--- config.mk ---
export PLATFORM = sky130hd
export DESIGN_NAME = stv_ctrl
export DESIGN_NICKNAME = d
export VERILOG_FILES = /design/src/rtl/core/stv_pkg.sv /design/src/rtl/core/stv_ctrl.sv
export SDC_FILE = /design/constraint.sdc
export NUM_CORES = 1
export LEC_CHECK = 0
export ABC_AREA = 1
export ABC_CLOCK_PERIOD_IN_PS = 3300
export BUFFER_PORTS_ARGS = -buffer_cell sky130_fd_sc_hd__buf_2
export CAP_MARGIN = 40
export CORE_MARGIN = 1
export CORE_UTILIZATION = 45
export DETAILED_ROUTE_END_ITERATION = 16
export PLACE_DENSITY = 0.66
export RECOVER_POWER = 25
export SLEW_MARGIN = 5
export SYNTH_ARGS = -nofsm -noshare
export SYNTH_HDL_FRONTEND = slang
export SYNTH_SLANG_ARGS = --single-unit
--- constraint.sdc ---
create_clock -name i_clk -period 3.3 [get_ports i_clk]
set_input_delay 0.33 -clock i_clk [delete_from_list [all_inputs] [get_ports i_clk]]
set_output_delay 0.33 -clock i_clk [all_outputs]
set_load 0.01 [all_outputs]
--- src/rtl/core/stv_pkg.sv ---
// Shared types, constants and helper functions of the vehicle step core.
`timescale 1ns / 1ps
package stv_pkg;

    localparam int FRAC_BITS    = 16;
    localparam int CORDIC_STEPS = 16;
    localparam int ATAN_LEN     = 24;
    localparam int CORDIC_N     = (CORDIC_STEPS < ATAN_LEN) ? CORDIC_STEPS : ATAN_LEN;
    localparam int CW           = FRAC_BITS + 4;

    typedef logic signed [63:0]   t_s64;
    typedef logic signed [CW-1:0] t_cq;

    localparam t_s64 ONE       = t_s64'(64'd1 << FRAC_BITS);
    localparam t_s64 SAT_MAX   = 64'sh7FFF_FFFF_FFFF_FFFF;
    localparam t_s64 LAT_CAP   = t_s64'(64'd50 << FRAC_BITS);
    localparam t_s64 YAW_CAP   = t_s64'(64'd10 << FRAC_BITS);
    localparam t_s64 PEDAL_N   = 64'sd100;
    localparam t_s64 DRAG_NUM  = 64'sd1872;
    localparam t_s64 DRAG_C    = t_s64'(64'd100000 << FRAC_BITS);
    localparam t_s64 STEER_ONE = 64'sd16384;
    localparam t_s64 MILLI     = 64'sd1000;
    localparam t_s64 MICRO     = 64'sd1000000;
    localparam t_s64 HEAD_B    = 64'sd65536000000000;
    localparam t_s64 HEAD_C    = t_s64'(64'd6283185307 << FRAC_BITS);
    localparam t_cq  CORDIC_X0 = t_cq'((64'd607252935 << FRAC_BITS) / 64'd1000000000);

    localparam logic [31:0] ATAN_TURN [ATAN_LEN] = '{
        32'd536870912, 32'd316933406, 32'd167458907, 32'd85004756, 32'd42667331,
        32'd21354465, 32'd10679838, 32'd5340245, 32'd2670163, 32'd1335087,
        32'd667544, 32'd333772, 32'd166886, 32'd83443, 32'd41722, 32'd20861,
        32'd10430, 32'd5215, 32'd2608, 32'd1304, 32'd652, 32'd326, 32'd163, 32'd81
    };

    typedef enum logic [2:0] {
        CFG_MASS, CFG_DT, CFG_C1, CFG_C2, CFG_L1, CFG_L2, CFG_JZ, CFG_CAP
    } t_cfg_idx;

    typedef enum logic [5:0] {
        U_DRAG, U_ANUM, U_ACC, U_DV, U_VNEW,
        U_PROD, U_KCL, U_KA, U_KB, U_KRR, U_DQ, U_RV, U_YV,
        U_T1, U_T2, U_T3, U_TORQ, U_RDOT, U_F1, U_F2, U_F3, U_FY,
        U_A1, U_A2, U_AYD, U_ZERO,
        U_DR, U_RNEW, U_DVY, U_VYNEW, U_COS,
        U_WX1, U_WX2, U_WX, U_WY1, U_WY2, U_WY,
        U_DX, U_PX, U_DY, U_PY, U_DH1, U_DH2, U_LAST
    } t_uop;

    typedef enum logic [1:0] {K_MD, K_ALU, K_CORD, K_END} t_kind;
    typedef enum logic [1:0] {ST_IDLE, ST_RUN, ST_WAIT} t_ctrl_state;
    typedef enum logic [2:0] {MD_IDLE, MD_MUL, MD_CHK, MD_DIV, MD_FIN} t_md_phase;

    typedef struct packed {
        t_uop uop;
        logic load;
        logic md_start;
        logic cd_start;
        logic alu_en;
        logic commit;
    } t_cmd;

    typedef struct packed {
        logic md_done;
        logic cd_done;
        logic skip_lat;
        logic out_free;
    } t_stat;

    function automatic t_s64 sadd(t_s64 a, t_s64 b);
        logic signed [64:0] s;
        s = 65'(a) + 65'(b);
        if (s > 65'(SAT_MAX)) return SAT_MAX;
        else if (s < -65'(SAT_MAX)) return -SAT_MAX;
        else return s[63:0];
    endfunction

    function automatic t_s64 clampv(t_s64 x, t_s64 lo, t_s64 hi);
        if (x < lo) return lo;
        else if (x > hi) return hi;
        else return x;
    endfunction

    function automatic logic [63:0] mag(t_s64 a);
        return a[63] ? 64'(-a) : 64'(a);
    endfunction

    function automatic t_kind uop_kind(t_uop u);
        case (u)
            U_ANUM, U_VNEW, U_PROD, U_KCL, U_KRR, U_TORQ, U_FY, U_AYD, U_ZERO,
            U_RNEW, U_VYNEW, U_WX, U_WY, U_PX, U_PY: return K_ALU;
            U_COS:  return K_CORD;
            U_LAST: return K_END;
            default: return K_MD;
        endcase
    endfunction

    function automatic t_uop uop_next(t_uop u, logic skip);
        case (u)
            U_PROD:  return skip ? U_ZERO : U_KCL;
            U_AYD:   return U_DR;
            U_LAST:  return U_LAST;
            default: return t_uop'(6'(u) + 6'd1);
        endcase
    endfunction

endpackage

--- src/rtl/core/stv_ctrl.sv ---
// Controller: steps the micro-operation sequence of one vehicle step.
`timescale 1ns / 1ps
module stv_ctrl (
    input  logic           i_clk,
    input  logic           i_rst_n,
    input  logic           i_in_valid,
    output logic           o_in_ready,
    input  stv_pkg::t_stat i_stat,
    output stv_pkg::t_cmd  o_cmd
);
    stv_pkg::t_ctrl_state r_state, n_state;
    stv_pkg::t_uop        r_uop, n_uop;

    always_ff @(posedge i_clk) begin
        if (!i_rst_n) begin
            r_state <= stv_pkg::ST_IDLE;
            r_uop   <= stv_pkg::U_DRAG;
        end else begin
            r_state <= n_state;
            r_uop   <= n_uop;
        end
    end

    always_comb begin
        n_state        = r_state;
        n_uop          = r_uop;
        o_in_ready     = 1'b0;
        o_cmd.uop      = r_uop;
        o_cmd.load     = 1'b0;
        o_cmd.md_start = 1'b0;
        o_cmd.cd_start = 1'b0;
        o_cmd.alu_en   = 1'b0;
        o_cmd.commit   = 1'b0;
        unique case (r_state)
            stv_pkg::ST_IDLE: begin
                o_in_ready = 1'b1;
                if (i_in_valid) begin
                    o_cmd.load = 1'b1;
                    n_uop      = stv_pkg::U_DRAG;
                    n_state    = stv_pkg::ST_RUN;
                end
            end
            stv_pkg::ST_RUN: begin
                unique case (stv_pkg::uop_kind(r_uop))
                    stv_pkg::K_MD: begin
                        o_cmd.md_start = 1'b1;
                        n_state        = stv_pkg::ST_WAIT;
                    end
                    stv_pkg::K_CORD: begin
                        o_cmd.cd_start = 1'b1;
                        n_state        = stv_pkg::ST_WAIT;
                    end
                    stv_pkg::K_ALU: begin
                        o_cmd.alu_en = 1'b1;
                        n_uop        = stv_pkg::uop_next(r_uop, i_stat.skip_lat);
                    end
                    stv_pkg::K_END: begin
                        if (i_stat.out_free) begin
                            o_cmd.commit = 1'b1;
                            n_state      = stv_pkg::ST_IDLE;
                        end
                    end
                    default: n_state = stv_pkg::ST_IDLE;
                endcase
            end
            stv_pkg::ST_WAIT: begin
                if (i_stat.md_done || i_stat.cd_done) begin
                    n_uop   = stv_pkg::uop_next(r_uop, i_stat.skip_lat);
                    n_state = stv_pkg::ST_RUN;
                end
            end
            default: n_state = stv_pkg::ST_IDLE;
        endcase
    end
endmodule
==> flow_summary.yaml <==
logic_synthesis:
  ys_ff_latch: 10
  yosysTopAreaCellShare_pct: 18.6
  syn_area_per_cell_um2: 6.41
  syn_nets: 186
  yosysSeqAreaShare_pct: 18.6
  yosysTopAreaCell: "dfxtp_1"
  ys.flop_type: "dfxtp_1"
  yosys-top-cells-area: "dfxtp_1 (19%), nand2_1 (14%), ha_1 (13%)"
  synth_commonest_cells: "nand2_1 (39), inv_1 (22), nor2_1 (21)"
  synth_edf_count: 0
  synthesis.area_um2: 1080
  ys_types: 26
  post-synth-top-count-cell: "nand2_1"
  syn_inst: 168
  async_reset_ff_share_pct: 0
  ys_warn_count: 0
clock_network:
  htreeDepth: 1
  cts_tree: "done"
  ctsHoldBuffers: 0
  post_cts_buffers: 0
  cts_resized: 0
  cts_buffers: 3
  cts.clk_slew.worst_paths_ns: 0.07
  cts_buffer_depth: 2
  cts_sinks: 10
  cts-root-buf: "clkbuf_4"
  clkLatencyLatePin_ns: 0.28
floorplanning:
  initial_core_util_pct: 48.2
  fp.dieH_um: 50.9
  io_pins: 19
  core_area_um2: 2230
  rows: 17
  die_w_um: 50.9
  die_area_um2: 2590
worst_setup_path:
  path_common_cell: "nand2_1"
  start_kind: "flop"
  crit_type: "flop to flop"
  arrival_ns: 2.60
  worstSetupEndpointType: "flop"
  cp_max_fo: 5
  cp_cell_sequence: "inv_1, ha_1, nand2_1, nand3_2, nor2_4, nand2_2, nor2_1, nand2_1, a21oi_1, inv_1, ha_1, o21ai_0, nand2_1, nand2_1, nor2_2"
  slowest_delay_ns: 0.38
  cpMaxStageDelayCell: "dfxtp_1"
  cp.required_ns: 3.48
route:
  antenna_left: 0
  post_drt_wl_per_cell_um: 10.7
  drc: 0
  drt-total-wl_mm: 2.30
  via_per_inst: 4.97
  drtPass1Iterations: 4
  vias: 1068
  drt_iter0_drc: 30
timing:
  final-setup-viol-count: 0
  hold_violations: 0
  fin_worst_skew_ns: 0.00931
  slew_viol_final: 0
  rsz0062_at_grt: "no"
  fmax_mhz: 413
  layout_min_cycle_time_ns: 2.42
  relSlewSlack_pct: 72.1
  fin_crit_sh_pct: 73.4
  timing.hold.ws_ns: 0.405
  tns_ns: 0
  tightest_slew_ns: 0.418
layout:
  diodes: 0
  utilization_pct: 53.5
  finalNonFillerCells: 215
  nets: 206
  drive_gt1_share_pct: 23.5
  syn_to_final_growth_pct: 10.9
min_path:
  hp-class: "input port to flop"
grt:
  grt_pass1_wl_mm: 3.92
  antenna_found_initial: 0
  grt_overflow: 0
  grt_util_all_layers_pct: 19.9
  grt_max_degree: 11
  grt_pass1_vias: 964
placement:
  dp_hpwl_mm: 1.87
  globalplace.congestion: 0.891
  io_buffers: 18
  dp.cells: 211
status:
  status: "complete, no violations"
pwr:
  pwr_density_cell_nw_per_um2: 673
  p_leak_nw: 0.639
  peakVddDrop_mv: 0.406
flow_run:
  max-cap-violations: 0
-- logic make-up (layout without fill, tap and decap cells) --
group	count (synthesis)	after routing	synth area share, %
fa+ha+maj	11	11	12.8
xor+xnor	1	1	0.813
simple gates	101	101	47.3
compound gates	13	13	6.85
buf+inv	32	51	13.7
flops	10	10	18.6
-- cell type report --
| class | instances | area (µm²) |
|---|---|---|
| Clock buffer | 4 | 36.3 |
| Fill cell | 240 | 1040 |
| Inverter | 29 | 110 |
| Multi-Input combinational cell | 126 | 729 |
| Sequential cell | 10 | 200 |
| Tap cell | 28 | 35.0 |
| Timing Repair Buffer | 18 | 83.8 |
-- where the power goes --
| part | switching [mW] | total [mW] | internal, mW |
|---|---|---|---|
| registers | 0.0524 | 0.206 | 0.154 |
| clock network | 0.0450 | 0.112 | 0.0671 |
| logic | 0.311 | 0.486 | 0.175 |
| total | 0.408 | 0.804 | 0.396 |
-- metal layers --
layer | wire length, µm | global-route usage [%]
met2 | 1110 | 34.6
met3 | 63 | 1.79
met4 | 33 | 10.6
met1 | 1090 | 23.8
met5 | 0 | 0
-- worst paths after layout --
kind	start	endpoint	slack (ns)	depth (start not counted)
worst min-delay path	i_rst_n	r_state[0]	0.41	3
worst max register to register	r_state[1]	flop	0.88	15
worst min register to register	r_state[0]	r_state[0]	0.56	2
worst max-delay path	r_state[1]	flop	0.88	15
-- through the flow --
stage | setup WS (ns) | total power [mW] | instance area [µm²]
2_1_floorplan | 1.17 | 0.583 | 1080
3_3_place_gp | 0.971 | 0.687 | 1160
3_5_place_dp | 0.891 | 0.694 | 1160
4_1_cts | 0.876 | 0.809 | 1200
5_1_grt | 0.644 | 0.885 | 1190
6_report | 0.877 | 0.804 | 1190
-- critical path, delay by kind of cell (launching register included) --
kind / cells / cell delay (ns)
adders and majority gates: 2 / 0.44
AOI/OAI and AO/OA: 2 / 0.47
and+or+nand+nor: 9 / 0.86
DFF: 1 / 0.38
buffers and inverters: 2 / 0.18
-- layout by cell type, fill, tap and decap left out --
master	count
a211oi_1	1
a21oi_1	5
a31oi_1	2
buf_2	13
clkbuf_1	5
clkbuf_4	3
clkbuf_8	1
clkinv_2	1
dfxtp_1	10
ha_1	11
inv_1	22
inv_2	6
nand2_1	39
nand2_2	6
nand2_4	1
nand3_1	15
nand3_2	4
nand3_4	1
nand3b_1	1
nand4_1	5
nor2_1	21
nor2_2	4
nor2_4	3
nor3_1	1
o21ai_0	2
o21ai_1	2
o21ai_2	1
xnor2_1	1
Note: power is estimated with default switching activity, not from simulation.
